### config.mk
export PLATFORM = sky130hd
export DESIGN_NAME = pbam_back
export DESIGN_NICKNAME = d
export VERILOG_FILES = /design/src/sv/pbam_pkg.sv /design/src/sv/pbam_back.sv
export SDC_FILE = /design/constraint.sdc
export NUM_CORES = 1
export LEC_CHECK = 0
export ABC_CLOCK_PERIOD_IN_PS = 6000
export BUFFER_PORTS_ARGS = -buffer_cell sky130_fd_sc_hd__buf_4
export CAP_MARGIN = 20
export CORE_MARGIN = 1
export CORE_UTILIZATION = 55
export DETAILED_ROUTE_END_ITERATION = 7
export GPL_ROUTABILITY_DRIVEN = 0
export PLACE_DENSITY = 0.78
export SLEW_MARGIN = 20
export SYNTH_ARGS = -nofsm -noshare
export SYNTH_HDL_FRONTEND = slang
export SYNTH_SLANG_ARGS = --single-unit
### constraint.sdc
create_clock -name clock -period 6 [get_ports clock]
set_clock_uncertainty 0.05 [all_clocks]
set_input_delay 0.9 -clock clock [delete_from_list [all_inputs] [get_ports clock]]
set_output_delay 0.9 -clock clock [all_outputs]
set_load 0.02 [all_outputs]
### src/sv/pbam_pkg.sv
// ----------------------------------------------------------------------------
// pbam_pkg
// shared constants and types of the mosaic tile averager
// ----------------------------------------------------------------------------
package pbam_pkg;

   localparam int MAX_WIDTH   = 2048;
   localparam int MAX_TILE    = 64;
   localparam int SLOT_BITS   = $clog2(MAX_WIDTH);
   localparam int SUM_BITS    = 20;
   localparam int CHAN_BITS   = 8;
   localparam int COUNT_BITS  = 13;
   localparam int REM_BITS    = 13;
   localparam int STEP_BITS   = 5;
   localparam int QUEUE_DEPTH = 4;
   localparam int QPTR_BITS   = $clog2(QUEUE_DEPTH);

   localparam logic [1:0]  CSR_IMAGE_WIDTH  = 2'd0;
   localparam logic [1:0]  CSR_IMAGE_HEIGHT = 2'd1;
   localparam logic [1:0]  CSR_BLOCK_SIZE   = 2'd2;

   localparam logic [11:0] WIDTH_RESET  = 12'd640;
   localparam logic [11:0] HEIGHT_RESET = 12'd480;
   localparam logic [6:0]  BLOCK_RESET  = 7'd10;

   typedef struct packed {
      logic [11:0] image_width;
      logic [11:0] image_height;
      logic [6:0]  block_size;
   } cfg_type;

   typedef struct packed {
      logic [SUM_BITS-1:0]   sum_red;
      logic [SUM_BITS-1:0]   sum_green;
      logic [SUM_BITS-1:0]   sum_blue;
      logic [COUNT_BITS-1:0] count;
      logic [10:0]           tile_column;
      logic [10:0]           tile_row;
      logic                  frame_done;
   } job_type;

endpackage

### src/sv/pbam_back.sv
// ----------------------------------------------------------------------------
// pbam_back
// radix-2 divider of the three channel sums and the result register
// ----------------------------------------------------------------------------
module pbam_back import pbam_pkg::*; (
   input  logic                 clock,
   input  logic                 reset,
   input  job_type              q_job,
   input  logic                 q_empty,
   output logic                 q_pop,
   output logic                 rsp_empty,
   input  logic                 rsp_pop,
   output logic [CHAN_BITS-1:0] rsp_avg_red,
   output logic [CHAN_BITS-1:0] rsp_avg_green,
   output logic [CHAN_BITS-1:0] rsp_avg_blue,
   output logic [10:0]          rsp_tile_column,
   output logic [10:0]          rsp_tile_row,
   output logic                 rsp_frame_done
);

   typedef enum logic [2:0] {
      ST_IDLE = 3'b001,
      ST_DIV  = 3'b010,
      ST_HOLD = 3'b100
   } state_type;

   state_type state_ff, state_in;

   logic [SUM_BITS-1:0]   quo_ff [3];
   logic [SUM_BITS-1:0]   quo_in [3];
   logic [REM_BITS-1:0]   rem_ff [3];
   logic [REM_BITS-1:0]   rem_in [3];
   logic [COUNT_BITS-1:0] div_ff;
   logic [STEP_BITS-1:0]  step_ff;
   logic [10:0]           col_ff, row_ff;
   logic                  done_ff;

   logic                  out_valid_ff;
   logic [CHAN_BITS-1:0]  out_r_ff, out_g_ff, out_b_ff;
   logic [10:0]           out_col_ff, out_row_ff;
   logic                  out_done_ff;

   logic                  out_free, load_out;
   logic [CHAN_BITS-1:0]  mean [3];

   assign out_free = !out_valid_ff || rsp_pop;
   assign q_pop    = (state_ff == ST_IDLE) && !q_empty;
   assign load_out = (state_ff == ST_HOLD) && out_free;

   always_comb begin
      logic [REM_BITS-1:0] trial;
      for (int c = 0; c < 3; c++) begin
         trial     = {rem_ff[c][REM_BITS-2:0], quo_ff[c][SUM_BITS-1]};
         quo_in[c] = {quo_ff[c][SUM_BITS-2:0], 1'b0};
         rem_in[c] = trial;
         if (trial >= div_ff) begin
            rem_in[c]    = trial - div_ff;
            quo_in[c][0] = 1'b1;
         end
         // means above the channel range saturate
         mean[c] = (|quo_ff[c][SUM_BITS-1:CHAN_BITS]) ? {CHAN_BITS{1'b1}}
                                                     : quo_ff[c][CHAN_BITS-1:0];
      end
   end

   always_comb begin
      state_in = state_ff;
      unique case (state_ff)
         ST_IDLE: if (!q_empty) state_in = ST_DIV;
         ST_DIV:  if (step_ff == STEP_BITS'(SUM_BITS-1)) state_in = ST_HOLD;
         ST_HOLD: if (out_free) state_in = ST_IDLE;
         default: state_in = ST_IDLE;
      endcase
   end

   always_ff @(posedge clock) begin
      if (reset) begin
         state_ff     <= ST_IDLE;
         out_valid_ff <= 1'b0;
      end else begin
         state_ff <= state_in;
         if (load_out) out_valid_ff <= 1'b1;
         else if (rsp_pop) out_valid_ff <= 1'b0;
      end
   end

   always_ff @(posedge clock) begin
      if (q_pop) begin
         quo_ff[0] <= q_job.sum_red;
         quo_ff[1] <= q_job.sum_green;
         quo_ff[2] <= q_job.sum_blue;
         for (int c = 0; c < 3; c++) rem_ff[c] <= '0;
         div_ff  <= q_job.count;
         step_ff <= '0;
         col_ff  <= q_job.tile_column;
         row_ff  <= q_job.tile_row;
         done_ff <= q_job.frame_done;
      end else if (state_ff == ST_DIV) begin
         for (int c = 0; c < 3; c++) begin
            quo_ff[c] <= quo_in[c];
            rem_ff[c] <= rem_in[c];
         end
         step_ff <= step_ff + 1'b1;
      end
      if (load_out) begin
         out_r_ff    <= mean[0];
         out_g_ff    <= mean[1];
         out_b_ff    <= mean[2];
         out_col_ff  <= col_ff;
         out_row_ff  <= row_ff;
         out_done_ff <= done_ff;
      end
   end

   assign rsp_empty       = !out_valid_ff;
   assign rsp_avg_red     = out_r_ff;
   assign rsp_avg_green   = out_g_ff;
   assign rsp_avg_blue    = out_b_ff;
   assign rsp_tile_column = out_col_ff;
   assign rsp_tile_row    = out_row_ff;
   assign rsp_frame_done  = out_done_ff;

endmodule

======== Word level (Yosys, flattened, before mapping) ========
Memories as Yosys holds them, arrays and structs flattened.
Cells that the tools add are included.
operators by class
  $add $sub $neg .......................... 4
  multipliers ............................. 0
  divide/modulo/power cells ............... 0
  order comparisons ....................... 3
  equal/unequal tests ..................... 7
  shift-type cells ........................ 0
  muxes and demuxes ....................... 23
  bitwise gates (word level) .............. 6
  reductions and logical operators ........ 10
operator list
  kind                 number
  $mux 13              6
  $mux 20              3
  $ge 13x13->1         3
  $sub 13x13->13       3
  $reduce_or 12->1     3
  $mux 1               10
  $mux 3               3
  $pmux 3 s3           1
  $ne 2x2->1 const B   3
  $or 1x1->1           6
  $add 5x1->5 const B  1
  $eq 5x5->1 const B   1
  $eq 3x1->1 const B   1
  $eq 3x2->1 const B   1
  $eq 3x3->1 const B   1
  $reduce_and 3->1     1
  $logic_and 1x1->1    2
  $logic_not 1->1      2
  $reduce_bool 2->1    1
  $logic_or 1x1->1     1
storage, ports and cells
  flip-flop bits (word level) ............. 92
  bits in latches ......................... 0
  memory bits (writable) .................. 99
  memory bits (read-only) ................. 0
  output and inout port bits .............. 49
  memories kept ........................... 2
memories
  memory  words  width  read ports  clocked after memory_dff  wr ports  line             RTL
  quo_ff  3      20     3           0                         3         pbam_back.sv:29  logic [SUM_BITS-1:0] quo_ff [3];
  rem_ff  3      13     3           0                         3         pbam_back.sv:31  logic [REM_BITS-1:0] rem_ff [3];

======== Depth between registers and ports, before layout ========
  depth in word-level cells ............... 5
  gate-level depth with buffers ........... 11
  gate-level depth less buffers ........... 10

======== Worst setup path after synthesis ========
OpenSTA, ideal clock, no wires.
  path type ............................... input port to flip-flop
  start point ............................. input q_empty
  end point ............................... memory quo_ff[0][0] (enable)
  setup time .............................. 0.470 ns
  arrival ................................. 4.878 ns
  required time ........................... 5.480 ns
  path slack .............................. 0.602 ns
  stages .................................. 4
  buffers on the path ..................... 1
  cells stage by stage .................... nor2_1 > and2_1 > clkbuf_1 > nand2b_1
RTL lines
  item         line             RTL
  from (decl)  pbam_back.sv:9   input logic q_empty,
  to (decl)    pbam_back.sv:29

==> run metrics <==
outcome complete, no violations; die span in y ~130 um; Initial Util 56.62%; worst-margin pin slew between 0.9 and 1 ns; # IOs approximately 150; later-pin clock latency in the skew report approximately 0.43 ns; H-tree Lvls 4; EDFF count, synth 179; Post-CTS Hold Buffers 0; routed vias ~6300; ratio of final minimum period to clock period between 50% and 60%; crit start category flip-flop; initial antenna violation count 0; first-pass GRT wire length around 29000 um; CTS Buf Count 17; Sink Count about 190; Routed Antenna Nets 0; DP Area 10370 sq um; Die X approximately 130 um; #FFs+latches synth between 150 and 200; sequential share of the synthesized area between 60% and 70%; vias per cell between 5 and 6; Syn Nets between 900 and 1000; pre-CTS WS around 2.9 ns; GRT overflow 0; Synth Flop Type edfxtp_1; Hold Crit Class flip-flop to flip-flop; initial drt markers approximately 420; Leak 0.004487 uW; CTS tree built; Wirelength per Cell 15.62 um; final net count between 1000 and 1500; met1 Resource Use GR 30.48%; core area ~16000 sq um; vias in the first global route around 5800; Design Area, Final 10960 sq um; P&R area growth vs syn 21.43%; Setup CP Type flip-flop to flip-flop; clk root buf clkbuf_16; Resized Gates After CTS 0; Slew HR 38.47%; Die ar. 16930 sq um; clock share of power 34.4%; Critical Path RT 6.11 ns; count of buffers from port buffering around 150; switching fraction of total power between 20% and 30%; Rows 46; Flop pwr share approximately 49%; Internal Power between 2000 and 2500 uW; Fin. Hold Viols 0; drt first pass iters 4; RSZ-0062 raised after global routing false; post-synthesis cell type count 59; Syn. warnings 0; dpl hpwl roughly 12000 um; FILL cells approximately 1100; drt drc 0; Net Sw Power 844.6 uW; met3 GRT Util under 10%; setup TNS 0 ns; Fmax achieved around 330 MHz; layout cell share with drive strength beyond 1 22.92%; Reg clk slew, reported paths around 0.07 ns; MaxCap Viol Count 0; Syn Area/Cell ~11 sq um; Setup-failing EPs final 0; PD cells 296.4 nW/um^2; Worst Setup End Kind flip-flop; final worst setup slack between 2 and 3 ns; Peak supply drop about 0.22 mV; Post-Syn Instances between 700 and 800; grt met2 use 35.98%; Final min period about 3 ns; CP Max Fanout 18; buffer count from post-CTS setup fixing 0; CP arrival around 3.2 ns; busiest grt layer met2; largest net degree at the start of global routing 74; Post-synth ARST share 0%; Comb power frac between 10% and 20%; Mapped Area 9027 sq um; Util after Layout about 69%; Total GRT Usage 22.43%; Final Max Tran Viols 0; # diodes 0; clk buf depth 2; final wirelength about 18000 um
## power by group through the flow
stage / sequential (uW) / combinational (uW) / clock (uW)
2_1_floorplan: 1620 / 391 / 0
5_1_grt: 1610 / 595 / 1180
6_report: 1600 / 532 / 1120
3_5_place_dp: 1630 / 528 / 0
4_1_cts: 1600 / 533 / 1140
3_3_place_gp: 1620 / 519 / 0
## state kept, by name, indices dropped and copies added (netlist names)
register         count
col_ff              11
div_ff              13
done_ff              1
out_valid_ff         1
quo_ff              60
rem_ff              36
row_ff              11
rsp_avg_blue         8
rsp_avg_green        8
rsp_avg_red          8
rsp_frame_done       1
rsp_tile_column     11
rsp_tile_row        11
state_ff             3
step_ff              5
## Yosys cell counts, drive strengths merged (5+ instances only)
| cell | count | area share [%] |
|---|---|---|
| nor2 | 55 | 2.3 |
| a21o | 6 | 0.50 |
| nand2 | 199 | 8.3 |
| inv | 27 | 1.1 |
| dfxtp | 9 | 2.0 |
| o21ai | 26 | 1.5 |
| nor3 | 15 | 0.83 |
| clkbuf | 19 | 0.79 |
| xor2 | 7 | 0.68 |
| edfxtp | 179 | 60 |
| o31a | 6 | 0.58 |
| nor2b | 14 | 1.0 |
| nand3 | 7 | 0.39 |
| nor4 | 15 | 1.0 |
| o22ai | 5 | 0.35 |
| a211oi | 8 | 0.72 |
| or2 | 25 | 1.7 |
| nand4 | 6 | 0.42 |
| ha | 40 | 5.5 |
| xnor2 | 16 | 1.6 |
| mux2i | 20 | 2.2 |
| a21oi | 28 | 1.6 |
| o21a | 8 | 0.67 |
## logic make-up (layout without fill, tap and decap cells)
logic type / after synthesis / after routing / synth area share [%]
AOI/OAI and AO/OA: 107 / 107 / 7.776
buffers and inverters: 50 / 212 / 2.232
xor gates and xnor gates: 23 / 23 / 2.231
muxes: 22 / 22 / 2.467
DFF: 188 / 188 / 61.54
and+or+nand+nor: 356 / 356 / 17.55
adders and majority gates: 43 / 43 / 6.209
## layer usage
layer  share of wire (%)  vias to the layer above
met1                  45                     2911
li1                    -                     3134
met2                  48                      194
met5                   0                        -
met4                 1.3                        0
met3                 6.4                       21
## layout make-up
class,instances,area (sq um),share of cell area [%]
sequential,188,5555,50.68
multi-input combinational,551,3296,30.06
inverter,27,101.3,0.9245
tap,216,270.3,2.465
clock buffer,17,425.4,3.881
clock inverter,15,165.2,1.507
timing repair buffer,153,1149,10.48
## cell usage in the layout (no fill, tap or decap), types with 5 or more instances in the layout
master,synthesis,final
buf_4,1,153
o22ai_1,5,5
mux2i_1,20,20
a21oi_1,28,28
nand2_1,199,198
o31a_1,6,6
nor4_1,15,15
o21ai_0,17,17
dfxtp_1,9,9
inv_1,27,27
nor2b_1,13,13
ha_1,40,40
or2_2,25,25
clkbuf_16,0,17
xor2_1,7,7
o21a_1,8,8
a211oi_1,7,7
o21ai_1,7,7
nor2_1,55,54
nor3_1,15,15
edfxtp_1,179,179
nand4_1,6,6
nand3_1,7,7
a21o_1,6,6
xnor2_1,16,16
## through the flow
| stage | hold slack (ns) | instances | power, uW |
|---|---|---|---|
| floorplan | 0.3503 | 789 | 2009 |
| global placement | 0.3503 | 1135 | 2143 |
| detailed placement | 0.3545 | 1135 | 2155 |
| CTS | 0.3693 | 1167 | 3270 |
| global route | 0.3757 | 1167 | 3385 |
| finish | 0.3684 | 1167 | 3249 |
## path summary, 6_finish.rpt
kind / slack (ns) / start / depth (start not counted) / end
setup / recovery: 2.93 / div_ff[1] / 9 / rem_ff[0][16]
hold / removal: 0.37 / row_ff[0] / 0 / rsp_tile_row[0]
setup reg to reg: 2.93 / div_ff[1] / 9 / rem_ff[0][16]
hold reg to reg: 0.37 / row_ff[0] / 0 / rsp_tile_row[0]
## critical path: stages, from the launching register on
cell	delay, ns
edfxtp_1	0.47
inv_1	0.13
ha_1	0.31
nor2b_2	0.16
o2111ai_1	0.21
nand3_1	0.17
a21oi_1	0.26
a221o_1	0.72
mux2i_1	0.27
nor2_1	0.06
No activity file was read; power rests on OpenSTA's default activity.
