### config.mk
export PLATFORM = sky130hd
export DESIGN_NAME = pbam_queue
export DESIGN_NICKNAME = d
export VERILOG_FILES = /design/src/sv/pbam_pkg.sv /design/src/sv/pbam_queue.sv
export SDC_FILE = /design/constraint.sdc
export NUM_CORES = 1
export LEC_CHECK = 0
export BUFFER_PORTS_ARGS = -buffer_cell sky130_fd_sc_hd__buf_2
export CAP_MARGIN = 20
export CORE_MARGIN = 1.5
export CORE_UTILIZATION = 45
export DETAILED_ROUTE_END_ITERATION = 8
export SYNTH_ARGS = -nofsm -noshare
export SYNTH_HDL_FRONTEND = slang
export SYNTH_SLANG_ARGS = --single-unit
### constraint.sdc
create_clock -name clock -period 8.5 [get_ports clock]
set_input_delay 0.425 -clock clock [delete_from_list [all_inputs] [get_ports clock]]
set_output_delay 0.425 -clock clock [all_outputs]
set_load 0.1 [all_outputs]
### src/sv/pbam_pkg.sv
// ----------------------------------------------------------------------------
// pbam_pkg
// shared constants and types of the mosaic tile averager
// ----------------------------------------------------------------------------
package pbam_pkg;

   localparam int MAX_WIDTH   = 2048;
   localparam int MAX_TILE    = 64;
   localparam int SLOT_BITS   = $clog2(MAX_WIDTH);
   localparam int SUM_BITS    = 20;
   localparam int CHAN_BITS   = 8;
   localparam int COUNT_BITS  = 13;
   localparam int REM_BITS    = 13;
   localparam int STEP_BITS   = 5;
   localparam int QUEUE_DEPTH = 4;
   localparam int QPTR_BITS   = $clog2(QUEUE_DEPTH);

   localparam logic [1:0]  CSR_IMAGE_WIDTH  = 2'd0;
   localparam logic [1:0]  CSR_IMAGE_HEIGHT = 2'd1;
   localparam logic [1:0]  CSR_BLOCK_SIZE   = 2'd2;

   localparam logic [11:0] WIDTH_RESET  = 12'd640;
   localparam logic [11:0] HEIGHT_RESET = 12'd480;
   localparam logic [6:0]  BLOCK_RESET  = 7'd10;

   typedef struct packed {
      logic [11:0] image_width;
      logic [11:0] image_height;
      logic [6:0]  block_size;
   } cfg_type;

   typedef struct packed {
      logic [SUM_BITS-1:0]   sum_red;
      logic [SUM_BITS-1:0]   sum_green;
      logic [SUM_BITS-1:0]   sum_blue;
      logic [COUNT_BITS-1:0] count;
      logic [10:0]           tile_column;
      logic [10:0]           tile_row;
      logic                  frame_done;
   } job_type;

endpackage

### src/sv/pbam_queue.sv
// ----------------------------------------------------------------------------
// pbam_queue
// short fifo of finished tile sums between front and divider
// ----------------------------------------------------------------------------
module pbam_queue import pbam_pkg::*; (
   input  logic    clock,
   input  logic    reset,
   input  logic    push,
   input  job_type push_job,
   output logic    full,
   input  logic    pop,
   output job_type pop_job,
   output logic    empty
);

   job_type              slots_ff [QUEUE_DEPTH];
   logic [QPTR_BITS-1:0] wr_ptr_ff, rd_ptr_ff;
   logic [QPTR_BITS:0]   fill_ff;
   logic                 do_push, do_pop;

   assign full    = (fill_ff == (QPTR_BITS+1)'(QUEUE_DEPTH));
   assign empty   = (fill_ff == '0);
   assign do_push = push && !full;
   assign do_pop  = pop && !empty;
   assign pop_job = slots_ff[rd_ptr_ff];

   always_ff @(posedge clock) begin
      if (reset) begin
         wr_ptr_ff <= '0;
         rd_ptr_ff <= '0;
         fill_ff   <= '0;
      end else begin
         if (do_push) wr_ptr_ff <= wr_ptr_ff + 1'b1;
         if (do_pop) rd_ptr_ff <= rd_ptr_ff + 1'b1;
         fill_ff <= fill_ff + (QPTR_BITS+1)'(do_push) - (QPTR_BITS+1)'(do_pop);
      end
   end

   always_ff @(posedge clock) begin
      if (do_push) slots_ff[wr_ptr_ff] <= push_job;
   end

endmodule

# Word-level counts from Yosys, hierarchy flattened
# Memories as Yosys holds them, arrays and structs flattened. A register that Yosys moved wholly into a read port is not among the register bits.
# Cells that the tools add are included.
# Widths: inputs -> output; s select.
# totals
regBits,7
mem_bits_rw,384
in_bits,100
out_inout_bits,98
word_cells,18
n_memories,1
# memory_table
name,words,word_bits,read_ports,rd_ports_with_merged_regs,write_ports,line_no,source
slots_ff,4,96,1,1,1,pbam_queue.sv:16,job_type slots_ff [QUEUE_DEPTH];
# classes
addsub,4
n_eq_ne,1
n_mux,4
n_reduce_logical,5
# ops
cell,n
$add 2x1->2 const B,2
$mux 2,2
$add 3x1->3,1
$eq 3x3->1 const B,1
$logic_not 3->1,1
$sub 3x1->3,1
$logic_and 1x1->1,2
$logic_not 1->1,2
$mux 1,2

# Depth between registers and ports, before layout
# Gate-level depths: netlist of the first run.
# depth
word_depth,5
ltp_mapped,10

# Worst setup path before layout of the first run
# OpenSTA, ideal clock, no wires.
# synth_path
kind,reg2reg
startpoint,register fill_ff[2]
endpoint,"memory slots_ff[0][0] (netlist name), enable pin"
setup_ns,0.686
arrival_time_ns,4.407
path_slack_ns,3.406
path_stages_with_launch,4
path_buffers,0
synth_period_minus_slack_ns,5.094
path_cell_list,dfxtp_1 > nor3b_1 > nor2_1 > and2_1
# synth_via
elab_chain_cells,5
# synth_rtl
element,line_no,source
from (decl),pbam_queue.sv:18,logic [QPTR_BITS:0] fill_ff;
from (signal assigned),pbam_queue.sv:35,fill_ff <= fill_ff + (QPTR_BITS+1)'(do_push) - (QPTR_BITS+1)'(do_pop);
$eq 3x3->1,pbam_queue.sv:21,assign full = (fill_ff == (QPTR_BITS+1)'(QUEUE_DEPTH));
named net full,pbam_queue.sv:10,"output logic full,"
$logic_not 1->1,pbam_queue.sv:23,assign do_push = push && !full;
$logic_and 1x1->1,pbam_queue.sv:23,
$mux 1,pbam_queue.sv:40,if (do_push) slots_ff[wr_ptr_ff] <= push_job;
$mux 1 (implied by the code),pbam_queue.sv:40,
to (decl),pbam_queue.sv:16,
# The timed path passes the listed nets, and every way through them passes these cells.

==> implementation parameters, run 1 <==
Parameter                              Value

Setup path
  Slowest CP cell    sky130_fd_sc_hd__dfxtp_4
  Buf/Inv on CP    3
  CP cell instances    buf_4, buf_16, mux4_2, buf_2
  Number of cells on the worst reg-to-reg path    4
  Crit Reg-Reg Endpoint    slots_ff[2][62]
  Crit start category    flip-flop
  Reg-to-Reg Start    fill_ff[1]
  Data required time at the worst endpoint    8080 ps
  Reg2Reg Setup Slack    5700 ps
  Family of cells with the greatest summed delay on the critical path    buffers and inverters
  Critical Path Fanout Max    47
  Stage delay of the slowest cell on the critical path    990 ps
  Crit end category    output port
  Data arrival time of the critical path    3320 ps
  Category of the critical setup timing path    flip-flop to output port

Floorplan
  Row Count    65
  Initial core utilization    45.51%
  Area enclosed by the die boundary    0.03291 mm^2
  Core area    0.03147 mm^2
  Die width    181.4 um
  I/O pin total    198
  Vertical die dimension    181.4 um

Timing
  Post-route fraction of the period consumed by the critical path    44.05%
  Transition time at the pin with the least slew margin    1042 ps
  Number of hold violations in the final report    0
  Peak clock frequency supported by timing    267.1 MHz
  Clock skew    9.715 ps
  Remaining max-slew budget at the tightest pin    30.51%
  Worst Hold Margin    116.6 ps
  Unrepaired setup endpoints after global routing    no
  Smallest setup slack after layout    4756 ps
  Minimum clock period    3744 ps
  Setup TNS Final    0 ps
  Pins over their slew limit    0
  Final setup vio count    0

GRT
  Antenna violations before repair    6
  Via count of the first global-routing pass    7056
  Overflow after GRT    0
  Total global-route track usage    16.23%
  Wire length of the first global-routing pass    40180 um
  Largest net degree at the start of global routing    68

Place
  Post-DP HPWL    15250 um
  Number of port buffers    197
  Post-Place Cell Area    0.01571 mm^2
  Pre-CTS setup slack    4994 ps
  Placer congestion estimate    0.7268

Detailed routing
  Post-detailed-route via-to-cell ratio    5.301
  Count of antenna-violating nets left after detailed routing    0
  DR iter-0 viols    418
  Vias post-DR    6420
  Total DRC errors in the routed layout    0
  Detail-routed net length per standard cell    21.57 um
  Total wire length after detailed routing    26130 um
  First drt pass iteration count    4

Clock network
  Maximum clock insertion buffer count    3
  Clock tree sinks    393
  Buffers inserted by post-CTS timing repair    0
  Master cell of the clock root buffer    sky130_fd_sc_hd__clkbuf_16
  Num CTS Buffers    41
  Count of cells resized by post-cts repair    0
  Clock tree from TritonCTS    yes
  Number of H-tree branching levels    2
  Clock latency on the worst-skew pair    520 ps
  Clock-pin transition on the worst setup and hold timing paths    60 ps
  Total of hold buffers inserted after clock tree synthesis    0

Run status
  Run status    finished, final reports clean

Logic synthesis
  Most common cell in the netlist    sky130_fd_sc_hd__edfxtp_1
  Portion of synthesized cell area occupied by the leading cell type    80.50%
  Leading cell types by total area after synthesis    sky130_fd_sc_hd__edfxtp_1 80%, sky130_fd_sc_hd__mux4_2 15%, sky130_fd_sc_hd__dfxtp_1 1.3%
  Synthesized net count    660
  FFs w/ async S/R, synth    0%
  Prevailing post-synth register cell    sky130_fd_sc_hd__edfxtp_1
  Synthesis-stage register bit count    393
  Warning count from the yosys run    0
  Avg Inst Size Synth    25.90 um^2
  Cell taking the most area after synthesis    sky130_fd_sc_hd__edfxtp_1
  EDFF count, synth    384
  Top cell types by occurrence after synthesis    384 x sky130_fd_sc_hd__edfxtp_1, 96 x sky130_fd_sc_hd__mux4_2, 11 x sky130_fd_sc_hd__buf_2, 9 x sky130_fd_sc_hd__dfxtp_1, 8 x sky130_fd_sc_hd__inv_1
  Post-synthesis sequential area ratio    81.75%
  Number of standard cells after synthesis    553
  Area of the mapped netlist    0.01432 mm^2
  Netlist cell types    25

Final layout
  Area of all placed cells without fillers    0.01706 mm^2
  Area Overhead vs Synth    19.10%
  Share of final-layout standard cells stronger than drive strength 1    45.54%
  Net count of the finished layout    884

Min path
  Min-Delay Startpoint    push_job[72]
  Hold WC Path Type    input port to flip-flop
  End point of the worst hold path    slots_ff[1][72]
  Worst hold path cell count    1

Flow run
  Max-cap check violation count    0
-- stage by stage --
stage / std cells / util [%]
6_report: 1211 / 54.21
4_1_cts: 1209 / 54.11
3_5_place_dp: 1135 / 49.91
3_3_place_gp: 1135 / 49.91
5_1_grt: 1210 / 54.20
2_1_floorplan: 553 / -
-- area by class of cell --
type                       count  area (um^2)
antenna                        1        2.502
timing repair buffer         204         1059
clock inverter                22        193.9
clock buffer                  52         1130
multi-input combinational    129         2425
sequential                   393        11720
inverter                       8        30.03
tap                          402        503.0
fill                        2384        14410
-- how the worst max path moves through the flow --
stage | startpoint | to | slack (ps) | cells past startpoint
after floorplan | fill_ff[2] | slots_ff[0][0] | 3410 | 3
after global placement | flip-flop | pop_job[95] | 5030 | 3
after detailed placement | flip-flop | pop_job[44] | 4990 | 3
after CTS | flip-flop | pop_job[44] | 4440 | 3
after global routing | flip-flop | pop_job[67] | 4450 | 4
final | flip-flop | pop_job[95] | 4760 | 4
-- per-layer routing --
layer,wire (um),up-vias,track usage [%]
met4,585,10,4.533
li1,-,2820,-
met2,12890,208,26.95
met3,2056,61,5.315
met1,10530,3321,20.61
met5,65,-,0
-- registers in the layout, indices dropped and copies added (netlist names), named ones only --
name and count:
fill_ff 3, rd_ptr_ff 2, slots_ff 384, wr_ptr_ff 2
-- cell usage in the layout (no fill, tap or decap), types with 3 or more instances in the layout --
master,count
sky130_fd_sc_hd__clkbuf_16,43
sky130_fd_sc_hd__clkinv_2,10
sky130_fd_sc_hd__inv_1,8
sky130_fd_sc_hd__clkbuf_1,7
sky130_fd_sc_hd__edfxtp_1,384
sky130_fd_sc_hd__nor2_1,4
sky130_fd_sc_hd__clkinv_1,5
sky130_fd_sc_hd__ha_1,6
sky130_fd_sc_hd__buf_2,197
sky130_fd_sc_hd__mux4_2,96
sky130_fd_sc_hd__dfxtp_1,7
sky130_fd_sc_hd__bufinv_16,3
sky130_fd_sc_hd__buf_4,6
sky130_fd_sc_hd__and2_4,4
-- kinds of logic after synthesis --
| kind of cell | Yosys count | share of synthesized area [%] |
|---|---|---|
| compound gates | 5 | 0.1922 |
| simple gates | 17 | 0.6549 |
| buf+inv | 31 | 1.389 |
| xor+xnor | 3 | 0.1835 |
| fa+ha+maj | 7 | 0.6638 |
| mux | 97 | 15.16 |
| flops | 393 | 81.75 |
Power of run 1 is left out: the tool's default activity adds up to more than one toggle a clock period on the data nets, which glitch-free logic cannot reach.
==> run 2: changes to the inputs <==
--- a/config.mk
+++ b/config.mk
@@ -10,6 +10,7 @@
 export CORE_MARGIN = 1.5
 export CORE_UTILIZATION = 45
 export DETAILED_ROUTE_END_ITERATION = 8
+export PLACE_DENSITY = 0.67
 export SYNTH_ARGS = -nofsm -noshare
 export SYNTH_HDL_FRONTEND = slang
 export SYNTH_SLANG_ARGS = --single-unit
==> constraint.sdc (replaced) <==
create_clock -name clock -period 3.42 [get_ports clock]
set_input_delay 0.171 -clock clock [delete_from_list [all_inputs] [get_ports clock]]
set_output_delay 0.171 -clock clock [all_outputs]
set_load 0.1 [all_outputs]
==> implementation parameters, run 2 (same netlist as run 1, synthesis figures left out) <==
Parameter                              Value

Timing
  Worst Hold Margin    52.19 ps
  Final setup vio count    0
  Smallest setup slack after layout    664.2 ps
  Unrepaired setup endpoints after global routing    no
  Setup TNS Final    0 ps
  Pins over their slew limit    0
  Number of hold violations in the final report    0
  Remaining max-slew budget at the tightest pin    58.23%
  Transition time at the pin with the least slew margin    626.6 ps
  Minimum clock period    2756 ps
  Clock skew    15.14 ps
  Post-route fraction of the period consumed by the critical path    80.58%
  Peak clock frequency supported by timing    362.9 MHz

Setup path
  Crit start category    flip-flop
  Category of the critical setup timing path    flip-flop to output port
  Crit end category    output port
  Data required time at the worst endpoint    3250 ps
  Critical Path Fanout Max    38
  Data arrival time of the critical path    2580 ps

Floorplan
  Initial core utilization    45.51%
  Die width    181.4 um
  Row Count    65
  Vertical die dimension    181.4 um
  I/O pin total    198
  Area enclosed by the die boundary    0.03291 mm^2
  Core area    0.03147 mm^2

Min path
  Hold WC Path Type    input port to flip-flop

GRT
  Overflow after GRT    0
  Antenna violations before repair    1
  Total global-route track usage    17.10%
  Wire length of the first global-routing pass    42790 um
  Largest net degree at the start of global routing    51
  Via count of the first global-routing pass    7462

Final layout
  Share of final-layout standard cells stronger than drive strength 1    39.69%
  Top register by number of flip-flops    slots_ff
  Area of all placed cells without fillers    0.01799 mm^2
  Max FFs per register    384
  Area Overhead vs Synth    25.60%
  Sequential standard cell area    0.01172 mm^2
  Net count of the finished layout    985
  Largest registers    slots_ff: 384 flops, fill_ff: 3 flops
  # fillers    2310
  Area taken by multi-input logic gates    0.002436 mm^2
  Most common cell after layout, fill and taps aside    sky130_fd_sc_hd__edfxtp_1
  Leading cell types in the layout, fill and taps excluded    384 x sky130_fd_sc_hd__edfxtp_1, 197 x sky130_fd_sc_hd__buf_2, 97 x sky130_fd_sc_hd__dlygate4sd3_1

Clock network
  Clock tree sinks    393
  Clock-pin transition on the worst setup and hold timing paths    60 ps
  Number of H-tree branching levels    2
  Master cell of the clock root buffer    sky130_fd_sc_hd__clkbuf_16
  Maximum clock insertion buffer count    3
  Clock tree from TritonCTS    yes
  Clock latency on the worst-skew pair    510 ps
  Num CTS Buffers    40

Power
  Share of total power in combinational logic    38.8%
  NetSw    6731 uW
  Static leakage    0.006079 uW
  Sequential power share    37.3%
  Worst IR Drop VDD    0.6401 mV
  PwrDens    896.1 mW/mm^2
  Switching share of power    41.75%
  Cell-internal power    9392 uW
  Clock network power share    24.0%

Detailed routing
  Total wire length after detailed routing    27380 um
  Count of antenna-violating nets left after detailed routing    0
  Detail-routed net length per standard cell    20.90 um
  Post-detailed-route via-to-cell ratio    5.196
  DR iter-0 viols    510
  Vias post-DR    6807
  Total DRC errors in the routed layout    0
  First drt pass iteration count    6

Place
  Post-DP HPWL    16150 um
  Post-Place Cell Area    0.01585 mm^2
  Pre-CTS setup slack    1021 ps
  Placer congestion estimate    0.7493
  Number of port buffers    197

Flow run
  Max-cap check violation count    0

Run status
  Run status    finished, final reports clean
[run 2: stage by stage]
| step | power (uW) | util (%) | cells |
|---|---|---|---|
| 2_1_floorplan | 11370 | - | 553 |
| 3_3_place_gp | 12260 | 50.36 | 1141 |
| 3_5_place_dp | 12330 | 50.36 | 1141 |
| 4_1_cts | 16320 | 57.16 | 1309 |
| 5_1_grt | 16700 | 57.17 | 1310 |
| 6_report | 16120 | 57.17 | 1310 |
[run 2: timing repair]
item,in CTS,in global routing
hold buffers,97,0
setup buffers,0,0
endpoints found under the hold margin,392,0
gates resized for setup,0,0
[run 2: final cells by class]
| cell class | instances | share of cell area (%) |
|---|---|---|
| antenna | 1 | 0.01391 |
| sequential | 393 | 65.13 |
| clock buffer | 55 | 6.106 |
| timing repair buffer | 306 | 11.86 |
| clock inverter | 16 | 0.3825 |
| tap | 402 | 2.796 |
| multi-input combinational | 129 | 13.54 |
| inverter | 8 | 0.1669 |
[run 2: final timing paths]
path / cells after the start / slack [ps] / start / end
worst max-delay path: 3 / 660 / flip-flop / pop_job[15]
worst min-delay path: 4 / 50 / pop / flip-flop
worst max register to register: 10 / 1030 / fill_ff[1] / fill_ff[2]
worst min register to register: 2 / 510 / rd_ptr_ff[1] / flip-flop
[run 2: critical path, cell delays in order (launching register included)]
cell                      delay, ps
sky130_fd_sc_hd__dfxtp_4        740
sky130_fd_sc_hd__buf_12         370
sky130_fd_sc_hd__mux4_2         580
sky130_fd_sc_hd__buf_2          320
[run 2: routing by layer]
layer / track usage (%) / up-vias / wire [um]
met5: 0 / - / 0
met4: 4.500 / 0 / 444
met3: 4.392 / 35 / 1857
met2: 27.38 / 227 / 13230
met1: 23.61 / 3526 / 11850
li1: - / 3019 / -
[run 2: power groups by stage]
| stage | logic (uW) | registers [uW] | clock network [uW] |
|---|---|---|---|
| 6_report | 6250 | 6010 | 3870 |
| 5_1_grt | 6470 | 6070 | 4160 |
| 3_5_place_dp | 6210 | 6120 | 0 |
| 2_1_floorplan | 5400 | 5970 | 0 |
| 4_1_cts | 6310 | 6020 | 3980 |
| 3_3_place_gp | 6180 | 6080 | 0 |
Note: power is estimated with default switching activity, not from simulation.
